File: src/fla_pkg.sv
`default_nettype none
package fla_pkg;

    localparam int MEM_UNITS       = 1024;
    localparam int LEASE_SLOTS_DEF = 16;
    localparam int FREE_SLOTS_DEF  = 17;

    localparam int BASE_W  = $clog2(MEM_UNITS);
    localparam int LEN_W   = $clog2(MEM_UNITS + 1);
    localparam int SIZE_W  = 11;
    localparam int LEASE_W = 8;
    localparam int ADDR_W  = 10;
    localparam int EXP_W   = 5;
    localparam int TALLY_W = 16;
    localparam int CMP_W   = (LEN_W > SIZE_W) ? LEN_W : SIZE_W;

    localparam logic OP_TICK    = 1'b0;
    localparam logic OP_REQUEST = 1'b1;

    typedef struct packed {
        logic               operation;
        logic [SIZE_W-1:0]  request_size;
        logic [LEASE_W-1:0] lease_length;
    } t_in;

    typedef struct packed {
        logic               granted;
        logic [ADDR_W-1:0]  start_address;
        logic [EXP_W-1:0]   expired_count;
        logic [TALLY_W-1:0] request_total;
        logic [TALLY_W-1:0] satisfied_total;
        logic [TALLY_W-1:0] unsatisfied_total;
    } t_out;

    // one free range; an unused entry sorts after every used one
    typedef struct packed {
        logic              used;
        logic [BASE_W-1:0] base;
        logic [LEN_W-1:0]  len;
    } t_range;

    localparam t_range RANGE_HOLE = '0;

    typedef enum logic [1:0] {
        CELL_HOLD,
        CELL_SORT,
        CELL_MERGE
    } t_cell_op;

    typedef struct packed {
        t_cell_op op;
        logic     phase;
    } t_cell_ctl;

    typedef struct packed {
        logic odd;
        logic has_left;
        logic has_right;
    } t_cell_pos;

    function automatic logic [TALLY_W-1:0] sat_inc(input logic [TALLY_W-1:0] v);
        sat_inc = (v == '1) ? v : v + TALLY_W'(1);
    endfunction

endpackage
`default_nettype wire

File: src/fla_free_cell.sv
`default_nettype none
module fla_free_cell (
    input  logic              i_clk,
    input  logic              i_rst_n,
    input  fla_pkg::t_cell_ctl i_ctl,
    input  fla_pkg::t_cell_pos i_pos,
    input  fla_pkg::t_range   i_rst_entry,
    input  fla_pkg::t_range   i_left,
    input  fla_pkg::t_range   i_right,
    input  logic              i_wr_en,
    input  fla_pkg::t_range   i_wr_entry,
    output fla_pkg::t_range   o_entry,
    output logic              o_merged
);
    import fla_pkg::*;

    t_range           r_entry;
    t_range           n_entry;
    t_range           w_partner;
    t_range           w_lo;
    t_range           w_hi;
    logic             w_is_left;
    logic             w_pair_ok;
    logic             w_swap;
    logic             w_adj;
    logic [LEN_W-1:0] w_lo_end;

    always_comb begin
        // pairs are (even,odd) in phase 0 and (odd,even) in phase 1
        w_is_left = (i_pos.odd == i_ctl.phase);
        w_partner = w_is_left ? i_right : i_left;
        w_pair_ok = w_is_left ? i_pos.has_right : i_pos.has_left;
        w_lo      = w_is_left ? r_entry : i_left;
        w_hi      = w_is_left ? i_right : r_entry;
        w_swap    = {~w_lo.used, w_lo.base} > {~w_hi.used, w_hi.base};
        w_lo_end  = LEN_W'(w_lo.base) + w_lo.len;
        w_adj     = w_lo.used & w_hi.used & (w_lo_end == LEN_W'(w_hi.base));
        n_entry   = r_entry;
        if (i_wr_en) begin
            n_entry = i_wr_entry;
        end else if (w_pair_ok) begin
            case (i_ctl.op)
                CELL_SORT: begin
                    if (w_swap) begin
                        n_entry = w_partner;
                    end
                end
                CELL_MERGE: begin
                    if (w_adj) begin
                        if (w_is_left) begin
                            n_entry.len = w_lo.len + w_hi.len;
                        end else begin
                            n_entry = RANGE_HOLE;
                        end
                    end
                end
                default: begin
                    n_entry = r_entry;
                end
            endcase
        end
        o_merged = w_pair_ok & w_is_left & (i_ctl.op == CELL_MERGE) & w_adj;
    end

    always_ff @(posedge i_clk) begin
        if (!i_rst_n) begin
            r_entry <= i_rst_entry;
        end else begin
            r_entry <= n_entry;
        end
    end

    assign o_entry = r_entry;

endmodule
`default_nettype wire

File: src/fla_free_table.sv
`default_nettype none
module fla_free_table #(
    parameter int FREE_SLOTS = fla_pkg::FREE_SLOTS_DEF
) (
    input  logic                          i_clk,
    input  logic                          i_rst_n,
    input  fla_pkg::t_cell_ctl            i_ctl,
    input  logic                          i_wr_en,
    input  logic [$clog2(FREE_SLOTS)-1:0] i_wr_idx,
    input  fla_pkg::t_range               i_wr_entry,
    input  logic [$clog2(FREE_SLOTS)-1:0] i_rd_idx,
    output fla_pkg::t_range               o_rd_entry,
    output logic                          o_full,
    output logic                          o_merged
);
    import fla_pkg::*;

    localparam int IDX_W = $clog2(FREE_SLOTS);

    t_range                w_cell  [FREE_SLOTS];
    t_range                w_left  [FREE_SLOTS];
    t_range                w_right [FREE_SLOTS];
    logic [FREE_SLOTS-1:0] w_mrg;

    for (genvar g = 0; g < FREE_SLOTS; g++) begin : g_cell
        t_cell_pos w_pos;
        t_range    w_rst;

        if (g == 0) begin : g_head
            assign w_left[g] = RANGE_HOLE;
            assign w_rst     = '{used: 1'b1, base: '0, len: LEN_W'(MEM_UNITS)};
        end else begin : g_body
            assign w_left[g] = w_cell[g-1];
            assign w_rst     = RANGE_HOLE;
        end

        if (g == FREE_SLOTS - 1) begin : g_tail
            assign w_right[g] = RANGE_HOLE;
        end else begin : g_mid
            assign w_right[g] = w_cell[g+1];
        end

        assign w_pos = '{odd: 1'((g % 2) == 1), has_left: 1'(g != 0),
                         has_right: 1'(g != FREE_SLOTS - 1)};

        fla_free_cell u_cell (
            .i_clk       (i_clk),
            .i_rst_n     (i_rst_n),
            .i_ctl       (i_ctl),
            .i_pos       (w_pos),
            .i_rst_entry (w_rst),
            .i_left      (w_left[g]),
            .i_right     (w_right[g]),
            .i_wr_en     (i_wr_en && (i_wr_idx == IDX_W'(g))),
            .i_wr_entry  (i_wr_entry),
            .o_entry     (w_cell[g]),
            .o_merged    (w_mrg[g])
        );
    end

    assign o_rd_entry = w_cell[i_rd_idx];
    // kept sorted with unused entries last, so the last cell tells fullness
    assign o_full     = w_cell[FREE_SLOTS-1].used;
    assign o_merged   = |w_mrg;

endmodule
`default_nettype wire

File: src/first_fit_lease_allocator_core.sv
// channel  direction  handshake                  payload
// in       input      i_in_valid / o_in_ready    i_in_data  (fla_pkg::t_in)
// out      output     o_out_valid / i_out_ready  o_out_data (fla_pkg::t_out)
//
// one item at a time. request: searches the lease slots for a free one, then scans
// the sorted free chain for the first fit, then runs the sort rounds; when nothing fits,
// the chain is coalesced (merge sweeps repeated until no merge) and scanned once more.
// tick: visits every lease slot; each expired lease returns its range to the chain,
// with a coalesce first when the free chain is full. the output register is loaded last.
// reset is synchronous and loads the free chain at once, no clearing pass.
// a new beat is taken while the previous result still waits in the output register.
`default_nettype none
module first_fit_lease_allocator_core #(
    parameter int LEASE_SLOTS = fla_pkg::LEASE_SLOTS_DEF,
    parameter int FREE_SLOTS  = fla_pkg::FREE_SLOTS_DEF
) (
    input  logic          i_clk,
    input  logic          i_rst_n,
    input  logic          i_in_valid,
    output logic          o_in_ready,
    input  fla_pkg::t_in  i_in_data,
    output logic          o_out_valid,
    input  logic          i_out_ready,
    output fla_pkg::t_out o_out_data
);
    import fla_pkg::*;

    localparam int LIDX_W = $clog2(LEASE_SLOTS);
    localparam int FIDX_W = $clog2(FREE_SLOTS);

    typedef enum logic [3:0] {
        S_IDLE,
        S_SLOT,
        S_SCAN,
        S_MRG_E,
        S_MRG_O,
        S_MRG_CHK,
        S_SORT,
        S_TICK,
        S_GIVE,
        S_TNEXT,
        S_FIN
    } t_state;

    t_state              r_state;
    t_state              r_sort_ret;
    t_state              r_co_ret;
    logic [SIZE_W-1:0]   r_size;
    logic [LEASE_W-1:0]  r_len;
    logic [LIDX_W-1:0]   r_lidx;
    logic [LIDX_W-1:0]   r_slot;
    logic [FIDX_W-1:0]   r_fidx;
    logic [FIDX_W-1:0]   r_round;
    logic                r_retry;
    logic                r_co_done;
    logic                r_any_mrg;
    logic                r_granted;
    logic [BASE_W-1:0]   r_start;
    logic [EXP_W-1:0]    r_expired;
    logic [TALLY_W-1:0]  r_req_tally;
    logic [TALLY_W-1:0]  r_grant_tally;
    logic [TALLY_W-1:0]  r_deny_tally;
    logic                r_out_valid;
    t_out                r_out;

    logic [BASE_W-1:0]   r_lease_base [LEASE_SLOTS];
    logic [LEN_W-1:0]    r_lease_span [LEASE_SLOTS];
    logic [LEASE_W-1:0]  r_lease_left [LEASE_SLOTS];
    logic [LEASE_SLOTS-1:0] r_lease_used;

    t_cell_ctl           w_ctl;
    logic                w_wr_en;
    logic [FIDX_W-1:0]   w_wr_idx;
    t_range              w_wr_entry;
    t_range              w_rd;
    logic                w_full;
    logic                w_merged;
    logic                w_fit;
    logic [LEN_W-1:0]    w_rest;
    t_range              w_alloc;
    logic                w_last_lease;
    logic                w_expire;

    fla_free_table #(
        .FREE_SLOTS (FREE_SLOTS)
    ) u_table (
        .i_clk      (i_clk),
        .i_rst_n    (i_rst_n),
        .i_ctl      (w_ctl),
        .i_wr_en    (w_wr_en),
        .i_wr_idx   (w_wr_idx),
        .i_wr_entry (w_wr_entry),
        .i_rd_idx   (r_fidx),
        .o_rd_entry (w_rd),
        .o_full     (w_full),
        .o_merged   (w_merged)
    );

    always_comb begin
        w_fit   = w_rd.used && (CMP_W'(w_rd.len) >= CMP_W'(r_size));
        w_rest  = w_rd.len - LEN_W'(r_size);
        if (w_rest == '0) begin
            w_alloc = RANGE_HOLE;
        end else begin
            w_alloc = '{used: 1'b1, base: w_rd.base + BASE_W'(r_size), len: w_rest};
        end
        w_last_lease = (r_lidx == LIDX_W'(LEASE_SLOTS - 1));
        w_expire     = r_lease_used[r_lidx] && (r_lease_left[r_lidx] <= LEASE_W'(1));

        w_ctl = '{op: CELL_HOLD, phase: 1'b0};
        case (r_state)
            S_SORT:  w_ctl = '{op: CELL_SORT, phase: r_round[0]};
            S_MRG_E: w_ctl = '{op: CELL_MERGE, phase: 1'b0};
            S_MRG_O: w_ctl = '{op: CELL_MERGE, phase: 1'b1};
            default: w_ctl = '{op: CELL_HOLD, phase: 1'b0};
        endcase

        w_wr_en    = 1'b0;
        w_wr_idx   = r_fidx;
        w_wr_entry = w_alloc;
        if (r_state == S_SCAN && w_fit) begin
            w_wr_en = 1'b1;
        end else if (r_state == S_GIVE && !w_full) begin
            // returned range goes into the last cell and sorts into place
            w_wr_en    = 1'b1;
            w_wr_idx   = FIDX_W'(FREE_SLOTS - 1);
            w_wr_entry = '{used: 1'b1, base: r_lease_base[r_lidx],
                           len: r_lease_span[r_lidx]};
        end
    end

    always_ff @(posedge i_clk) begin
        if (!i_rst_n) begin
            r_state       <= S_IDLE;
            r_out_valid   <= 1'b0;
            r_req_tally   <= '0;
            r_grant_tally <= '0;
            r_deny_tally  <= '0;
            r_lease_used  <= '0;
        end else begin
            if (r_state == S_FIN && (!r_out_valid || i_out_ready)) begin
                r_out_valid <= 1'b1;
            end else if (i_out_ready) begin
                r_out_valid <= 1'b0;
            end
            case (r_state)
                S_IDLE: begin
                    if (i_in_valid) begin
                        r_size    <= i_in_data.request_size;
                        r_len     <= i_in_data.lease_length;
                        r_granted <= 1'b0;
                        r_start   <= '0;
                        r_expired <= '0;
                        r_lidx    <= '0;
                        if (i_in_data.operation == OP_REQUEST) begin
                            r_req_tally <= sat_inc(r_req_tally);
                            r_state     <= S_SLOT;
                        end else begin
                            r_state <= S_TICK;
                        end
                    end
                end
                S_SLOT: begin
                    if (!r_lease_used[r_lidx]) begin
                        r_slot <= r_lidx;
                        if (r_size == '0) begin
                            r_deny_tally <= sat_inc(r_deny_tally);
                            r_state      <= S_FIN;
                        end else begin
                            r_fidx  <= '0;
                            r_retry <= 1'b0;
                            r_state <= S_SCAN;
                        end
                    end else if (w_last_lease) begin
                        r_deny_tally <= sat_inc(r_deny_tally);
                        r_state      <= S_FIN;
                    end else begin
                        r_lidx <= r_lidx + LIDX_W'(1);
                    end
                end
                S_SCAN: begin
                    if (w_fit) begin
                        r_granted            <= 1'b1;
                        r_start              <= w_rd.base;
                        r_grant_tally        <= sat_inc(r_grant_tally);
                        r_lease_used[r_slot] <= 1'b1;
                        r_round              <= '0;
                        r_sort_ret           <= S_FIN;
                        r_state              <= S_SORT;
                    end else if (!w_rd.used || r_fidx == FIDX_W'(FREE_SLOTS - 1)) begin
                        if (r_retry) begin
                            r_deny_tally <= sat_inc(r_deny_tally);
                            r_state      <= S_FIN;
                        end else begin
                            r_retry  <= 1'b1;
                            r_fidx   <= '0;
                            r_co_ret <= S_SCAN;
                            r_state  <= S_MRG_E;
                        end
                    end else begin
                        r_fidx <= r_fidx + FIDX_W'(1);
                    end
                end
                S_MRG_E: begin
                    r_any_mrg <= w_merged;
                    r_state   <= S_MRG_O;
                end
                S_MRG_O: begin
                    r_any_mrg  <= r_any_mrg | w_merged;
                    r_round    <= '0;
                    r_sort_ret <= S_MRG_CHK;
                    r_state    <= S_SORT;
                end
                S_MRG_CHK: begin
                    // stop once a sweep over every neighbor pair merged nothing
                    r_state <= r_any_mrg ? S_MRG_E : r_co_ret;
                end
                S_SORT: begin
                    if (r_round == FIDX_W'(FREE_SLOTS - 1)) begin
                        r_state <= r_sort_ret;
                    end else begin
                        r_round <= r_round + FIDX_W'(1);
                    end
                end
                S_TICK: begin
                    if (w_expire) begin
                        r_lease_used[r_lidx] <= 1'b0;
                        if (r_expired != '1) begin
                            r_expired <= r_expired + EXP_W'(1);
                        end
                        r_co_done <= 1'b0;
                        r_state   <= S_GIVE;
                    end else if (w_last_lease) begin
                        r_state <= S_FIN;
                    end else begin
                        r_lidx <= r_lidx + LIDX_W'(1);
                    end
                end
                S_GIVE: begin
                    if (!w_full) begin
                        r_round    <= '0;
                        r_sort_ret <= S_TNEXT;
                        r_state    <= S_SORT;
                    end else if (!r_co_done) begin
                        r_co_done <= 1'b1;
                        r_co_ret  <= S_GIVE;
                        r_state   <= S_MRG_E;
                    end else begin
                        // still full after coalescing: the range is dropped
                        r_state <= S_TNEXT;
                    end
                end
                S_TNEXT: begin
                    if (w_last_lease) begin
                        r_state <= S_FIN;
                    end else begin
                        r_lidx  <= r_lidx + LIDX_W'(1);
                        r_state <= S_TICK;
                    end
                end
                S_FIN: begin
                    if (!r_out_valid || i_out_ready) begin
                        r_out.granted           <= r_granted;
                        r_out.start_address     <= ADDR_W'(r_start);
                        r_out.expired_count     <= r_expired;
                        r_out.request_total     <= r_req_tally;
                        r_out.satisfied_total   <= r_grant_tally;
                        r_out.unsatisfied_total <= r_deny_tally;
                        r_state                 <= S_IDLE;
                    end
                end
                default: begin
                    r_state <= S_IDLE;
                end
            endcase
        end
    end

    always_ff @(posedge i_clk) begin
        if (r_state == S_SCAN && w_fit) begin
            r_lease_base[r_slot] <= w_rd.base;
            r_lease_span[r_slot] <= LEN_W'(r_size);
            r_lease_left[r_slot] <= r_len;
        end
        if (r_state == S_TICK && r_lease_used[r_lidx] && !w_expire) begin
            r_lease_left[r_lidx] <= r_lease_left[r_lidx] - LEASE_W'(1);
        end
    end

    assign o_in_ready  = (r_state == S_IDLE);
    assign o_out_valid = r_out_valid;
    assign o_out_data  = r_out;

`ifndef SYNTH
    a_one_beat_at_a_time: assert property (@(posedge i_clk) disable iff (!i_rst_n)
        (i_in_valid && o_in_ready) |=> !o_in_ready)
        else $error("second input beat taken while one is in progress");

    a_grant_counted: assert property (@(posedge i_clk) disable iff (!i_rst_n)
        (o_out_valid && o_out_data.granted) |-> (o_out_data.satisfied_total != '0))
        else $error("grant shown without a granted total");

    a_tick_no_grant: assert property (@(posedge i_clk) disable iff (!i_rst_n)
        (o_out_valid && o_out_data.expired_count != '0)
        |-> (!o_out_data.granted && o_out_data.start_address == '0))
        else $error("expiry reported on a granted beat");
`endif

endmodule
`default_nettype wire

File: config.mk
export PLATFORM = sky130hd
export DESIGN_NAME = first_fit_lease_allocator_core
export DESIGN_NICKNAME = d
export VERILOG_FILES = /design/src/fla_pkg.sv /design/src/fla_free_cell.sv /design/src/fla_free_table.sv /design/src/first_fit_lease_allocator_core.sv
export SDC_FILE = /design/constraint.sdc
export NUM_CORES = 2
export LEC_CHECK = 0
export ABC_AREA = 1
export ABC_CLOCK_PERIOD_IN_PS = 22800
export BUFFER_PORTS_ARGS = -buffer_cell sky130_fd_sc_hd__clkbuf_2
export CORE_MARGIN = 4
export CORE_UTILIZATION = 30
export CTS_BUF_LIST = sky130_fd_sc_hd__clkbuf_8
export CTS_CLUSTER_DIAMETER = 200
export CTS_CLUSTER_SIZE = 14
export DETAILED_ROUTE_END_ITERATION = 8
export GPL_TIMING_DRIVEN = 0
export PLACE_DENSITY = 0.44
export REMOVE_ABC_BUFFERS = 1
export SETUP_SLACK_MARGIN = 0.02
export SYNTH_ARGS = -nofsm -noshare
export SYNTH_HDL_FRONTEND = slang
export SYNTH_HIERARCHICAL = 1
export SYNTH_SLANG_ARGS = --single-unit
File: constraint.sdc
create_clock -name i_clk -period 22.8 [get_ports i_clk]
set_input_delay 3.42 -clock i_clk [delete_from_list [all_inputs] [get_ports i_clk]]
set_output_delay 3.42 -clock i_clk [all_outputs]
set_load 0.03 [all_outputs]
# Word level (Yosys, flattened, before mapping)
# Memory sizes are Yosys's and may differ from the RTL's. A register that Yosys moved wholly into a read port is not among the register bits.
# Cells that the tools add are included.
dict set report classes {
  addsub 44
  n_mul 0
  n_div 0
  magnitude_cmp 24
  eq_ne 126
  n_shift 0
  n_mux 239
  bitwise 100
  reduce_logical 121
}
# cell count
set op_table {}
lappend op_table {{22-bit two-way mux} 107}
lappend op_table {{22-bit one-hot mux with 2 select lines} 17}
lappend op_table {{11-bit two-way mux} 19}
lappend op_table {{10-bit by 11-bit adder with 11-bit output} 17}
lappend op_table {{11-bit adder} 17}
lappend op_table {{11-bit by 10-bit == test with 1-bit output} 17}
lappend op_table {{11-bit greater-than comparator} 17}
lappend op_table {{3-bit inequality test, second input constant} 53}
lappend op_table {{16-bit two-way mux} 9}
lappend op_table {{4-bit two-way mux} 29}
lappend op_table {{22-bit binary-select mux with 5-bit select} 1}
lappend op_table {{4-bit AND reduction} 23}
lappend op_table {{5-bit two-way mux} 13}
lappend op_table {{16-bit one-hot mux with 2 select lines} 2}
lappend op_table {{3-bit AND reduction} 20}
lappend op_table {{1-bit bitwise AND} 57}
lappend op_table {{3-bit nonzero test} 18}
lappend op_table {{16-bit by 1-bit adder with 16-bit output, second input constant} 3}
lappend op_table {{16-bit == test, second input constant} 3}
lappend op_table {{4-bit one-hot mux with 11 select lines} 1}
lappend op_table {{5-bit by 4-bit == test with 1-bit output, second input constant} 8}
lappend op_table {{1-bit NOT} 38}
lappend op_table {{2-bit inequality test, second input constant} 16}
lappend op_table {{1-bit logical AND} 26}
lappend op_table {{other kinds (55)} 123}
dict set report word_totals {
  register_bits 571
  latch_bits 0
  mem_bits_rw 464
  rom_bits 0
  input_bits 24
  memories 3
}
# memory depth word_bits rd rd_ports_with_merged_regs write_ports line_no
set memory_table {}
lappend memory_table {r_lease_span 16 11 1 1 1 first_fit_lease_allocator_core.sv:67} ;# logic [LEN_W-1:0] r_lease_span [LEASE_SLOTS];
lappend memory_table {r_lease_base 16 10 1 1 1 first_fit_lease_allocator_core.sv:66} ;# logic [BASE_W-1:0] r_lease_base [LEASE_SLOTS];
lappend memory_table {r_lease_left 16 8 1 1 1 first_fit_lease_allocator_core.sv:68} ;# logic [LEASE_W-1:0] r_lease_left [LEASE_SLOTS];

# Depth between registers and ports, before layout
dict set report depth {
  depth_word 12
  mapped_depth 33
  ltp_nobuf 30
}

# Modules after synthesis
# Netlist, hierarchy kept.
# mod instances cells_per_inst area_each_um2 seq_area_each_um2
set by_module_without_submodules {}
lappend by_module_without_submodules {{fla_free_cell (u_table.g_cell[14].u_cell ...)} 12 554 3417.0 660.6}
lappend by_module_without_submodules {first_fit_lease_allocator_core 1 2631 28756.3 19178.4}
lappend by_module_without_submodules {{fla_free_cell (u_table.g_cell[10].u_cell ...)} 3 567 3444.6 660.6}
lappend by_module_without_submodules {fla_free_table 1 1225 5139.9 0.0}
lappend by_module_without_submodules {{fla_free_cell (u_table.g_cell[13].u_cell)} 1 552 3418.3 660.6}
lappend by_module_without_submodules {{fla_free_cell (u_table.g_cell[0].u_cell)} 1 534 3367.0 660.6}

# Least setup slack after synthesis
# OpenSTA, ideal clock, no wires.
dict set report synth_path {
  path_type {in2reg}
  startpoint {input i_rst_n}
  endpoint {register r_out (netlist bit o_out_data[0]), enable pin}
  setup_time_ns 0.644
  arrival_ns 9.712
  required_ns 22.156
  setup_slack_ns 12.443
  stages 2
  n_path_buf 0
  cell_sequence {inv_1 nor4_1}
}
dict set report synth_via {
  elab_chain_cells 1
}
# element line_no
set synth_lines {}
lappend synth_lines {{from (decl)} first_fit_lease_allocator_core.sv:18} ;# input logic i_rst_n,
lappend synth_lines {{3-bit AND reduction (no source line)} --}
lappend synth_lines {{to (decl)} first_fit_lease_allocator_core.sv:64} ;# t_out r_out;
# Every way passes these cells.
# A chain may end at the register's enable or synchronous reset.

==> flow_summary.yaml <==
finish:
  multi_input_comb_area_sq_mm: 0.0542
  fin_nets: 14200
  layout-drive-gt1-share_pct: 7.00
  final-seq-area_sq_mm: 0.0304
  final-instance-count-excl-fill: 17800
  n_fill_cell: 33600
  syn2layout_area_growth_pct: 9.92
status:
  run_status: "finished, final reports clean"
clocking:
  cts_tree: "built"
  cts-root-buf: "clkbuf_8"
  tritoncts_num_sinks: 1037
  cts_inserted_buffers: 84
  worstSkewPairLatency_ns: 0.93
  max-clock-path-buffers: 3
  post_cts_resized: 0
  cts_hold_repair.buffers: 0
  post-cts-setup-buffers: 0
  worst_setup_hold_path_clk_slew_ns: 0.13
  cts_max_level: 3
synthesis:
  ys_seq_area_share_pct: 33.0
  async_flop_share_pct: 0
  synth.top_cell.area_share_pct: 31.5
  yosys.area_share.xor_xnor_pct: 2.07
  synth_area_in_simple_gates_pct: 29.7
  synth_enable_flop_cells: 964
  post-synth-top-area-cell: "edfxtp_1"
  netlist_top_cells_area: "edfxtp_1 31%, nand2_1 13%, inv_1 7.8%, ha_1 7.4%, nand3_1 6.1%"
  netlist_area_sq_mm: 0.0920
  ys_seq_elements: 1037
  synth_top_family_by_area: "simple AND/OR/NAND/NOR gates"
  synth.mux.area_fraction_pct: 0.0122
  post_synth_inst_count: 13300
  synth_compound_gate_area_share_pct: 17.1
  yosys_warnings: 6
  post_synth_fa_ha_maj_area_fraction_pct: 7.45
  synth_cell_type_count: 68
  ys.flop_type: "edfxtp_1"
  synth.avg_cell_area_sq_um: 6.92
floorplanning:
  floorplan.rows: 203
  number_of_ports_placed_on_the_die_boundary: 90
  die_width_um: 562
  core_area_sq_mm: 0.306
  start_util_pct: 30.1
  die_h_um: 562
  dieArea_sq_mm: 0.316
worst_hold_path:
  hold_depth: 0
  hold_path_end: "o_out_data[56]"
  startpoint_of_the_tightest_hold_check_path: "r_start[3]"
  min-delay-path-class: "reg2reg"
placed_design:
  placement.setup.worst_slack_ns: 13.60
  placed_cells: 17700
  dp.final_hpwl_mm: 288
  number_of_buffer_cells_added_on_primary_ports: 89
  globalplace.congestion: 0.900
setup_path:
  depth_of_the_worst_register_to_register_path: 29
  worstSetupEndpointType: "register"
  cp.arrival_ns: 9.91
  regToRegStartpoint: "r_fidx[1]"
  critical_path.slowest_cell: "nor2_2"
  cp-start-kind: "register"
  required_ns: 23.49
  crit_top_cell: "nand2_1"
  crit_path_max_incr_delay_ns: 0.92
  setup.worst_path.class: "reg2reg"
  reg2reg_setup_slack_ns: 13.58
  worst_r2r_endpoint: "u_table/g_cell[13].u_cell/o_entry[9]"
  critical_path_peak_fanout: 89
drt:
  drt-vias-per-instance: 4.98
  antenna_left: 0
  finalWirelength_mm: 382
  routed-via-count: 88500
  drtIter0Drc: 7696
  firstDrtPassIters: 7
  route.detailed.wl_per_inst_um: 21.5
  number_of_drc_violations_after_detailed_routing: 0
global_route:
  grt_pass1_wl_mm: 554
  grt_max_degree: 145
  via_count_of_the_first_global_routing_pass: 81900
  remaining_global_route_overflow: 0
  number_of_antenna_violations_at_the_first_check_in_global_routing: 17
  groute.usage.overall_pct: 23.2
sta:
  fin_skew_ns: 0.105
  final_critical_path_setup_slack_ns: 13.58
  rsz0062_at_grt: "false"
  timing.slew.headroom_pct: 7.24
  tightest_slew_ns: 1.39
  timing.final.hold_violations: 0
  max_freq_mhz: 108
  final.period_utilization_pct: 40.5
  period_needed_ns: 9.22
  final-max-slew-violation-count: 0
  timing.final.setup_violations: 0
power_and_ir_drop:
  powerDensity_mw_per_mm2: 145
  cellLeakagePower_uw: 0.0468
  vdd.ir_drop.worst_uv: 93.3
flow_run:
  drv_cap: 0
cell usage in the layout, fill, tap and decap left out, types with 31 or more instances in the layout:
cell         n
edfxtp_1   964
o21bai_1    38
xor2_1     140
o21ai_2    128
ha_1       545
nand2_1   3163
o221ai_1    85
buf_6       35
nand2_4     31
clkbuf_8    85
nor4_1      36
nand2_2     95
nor2_1    1309
clkbuf_2    88
conb_1     522
a21o_1      41
a22oi_1     31
a211oi_1    32
o22ai_1     43
or2_2      177
o21ai_0    958
dfxtp_1     69
xnor2_1     53
a21oi_1   1019
nand4_1     58
nor2_2      41
inv_1     1932
o21ai_1    106
o211ai_1    62
buf_16      33
nor3_1      85
nand3b_1    52
nand3_1   1119
or2_1      111
o21ai_4     37
sequential cells by signal, indices dropped and copies added (netlist names), 2 cells and up, named ones only:
| name | count |
|---|---|
| u_table/g_cell.u_cell/o_entry | 374 |
| r_lease_span | 176 |
| r_lease_base | 160 |
| r_lease_left | 128 |
| o_out_data | 64 |
| r_deny_tally | 16 |
| r_grant_tally | 16 |
| r_lease_used | 16 |
| r_req_tally | 16 |
| r_size | 11 |
| r_start | 10 |
| r_len | 8 |
| r_expired | 5 |
| r_fidx | 5 |
| r_round | 5 |
| r_lidx | 4 |
| r_slot | 4 |
| r_sort_ret | 4 |
| r_state | 4 |
| r_co_ret | 2 |
critical path: cells and delay by family, from the launching register on:
| family | cells | cell delay, ns |
|---|---|---|
| buffers and inverters | 7 | 2.13 |
| AOI/OAI and AO/OA | 3 | 0.44 |
| adders and majority gates | 1 | 0.36 |
| and+or+nand+nor | 18 | 5.32 |
| DFF | 1 | 0.69 |
kinds of logic (layout without fill, tap and decap cells):
kind of cell,after synthesis,after routing
AOI/OAI and AO/OA,2728,2728
xor gates and xnor gates,206,206
adders and majority gates,547,547
buffers and inverters,2412,2275
DFF,1037,1037
muxes,1,1
other,2,524
and+or+nand+nor,6358,6358
cell usage after synthesis (78+ instances only):
cell	n
nand2_1	3175
inv_1	1909
nor2_1	1333
nand3_1	1121
a21oi_1	1019
o21ai_0	975
edfxtp_1	964
ha_1	545
clkbuf_1	290
or2_2	177
xor2_1	140
o21ai_2	127
or2_1	111
nor3_1	101
o21ai_1	101
nand2_2	87
o221ai_1	85
buf_2	78
per-stage QoR:
step | hold WS [ns] | total power, uW | TNS (ns) | cell area [sq um] | utilization (%)
5_1_grt | 0.439 | 16000 | 0 | 101000 | 33.1
3_5_place_dp | 0.408 | 13500 | 0 | 99700 | 32.6
6_report | 0.425 | 14700 | 0 | 101000 | 33.1
2_1_floorplan | 0.400 | 9750 | 0 | 91500 | -
4_1_cts | 0.424 | 14600 | 0 | 101000 | 33.1
3_3_place_gp | 0.403 | 13300 | -94.43 | 97100 | 31.8
power breakdown:
group | internal, uW | switching (uW) | leakage (uW) | total, uW
sequential | 2490 | 662 | 0.00965 | 3150
combinational | 3330 | 7080 | 0.0363 | 10400
clock | 352 | 753 | 0.000803 | 1110
worst max path at each step:
stage,from,endpoint,slack [ns],cells past startpoint
after floorplan,i_rst_n,o_out_data[0],12.19,2
after global placement,i_rst_n,o_out_data[16],-1.46,3
after detailed placement,r_fidx[2],u_table/g_cell[13].u_cell/o_entry[9],13.60,27
after CTS,r_fidx[2],u_table/g_cell[13].u_cell/o_entry[9],13.67,27
after global routing,r_fidx[2],u_table/g_cell[13].u_cell/o_entry[9],13.17,27
final,r_fidx[1],u_table/g_cell[13].u_cell/o_entry[9],13.58,29
cell type report:
type                    count  area share (%)
flip-flops and latches   1037            30.1
clock buffers              84            1.14
well taps                4100            5.07
inverters                1943            7.23
clock inverters            32           0.246
multi-input cells       10400            53.6
repair buffers            216            2.65
diodes                      2         0.00495
per-layer routing:
metal	GRT usage [%]	vias up	wire length, um
li1	-	44200	-
met5	0	-	0
met3	2.15	400	20200
met2	37.6	2384	172000
met1	33.1	41500	178000
met4	6.16	0	11400
No activity file was read; power rests on OpenSTA's default activity.
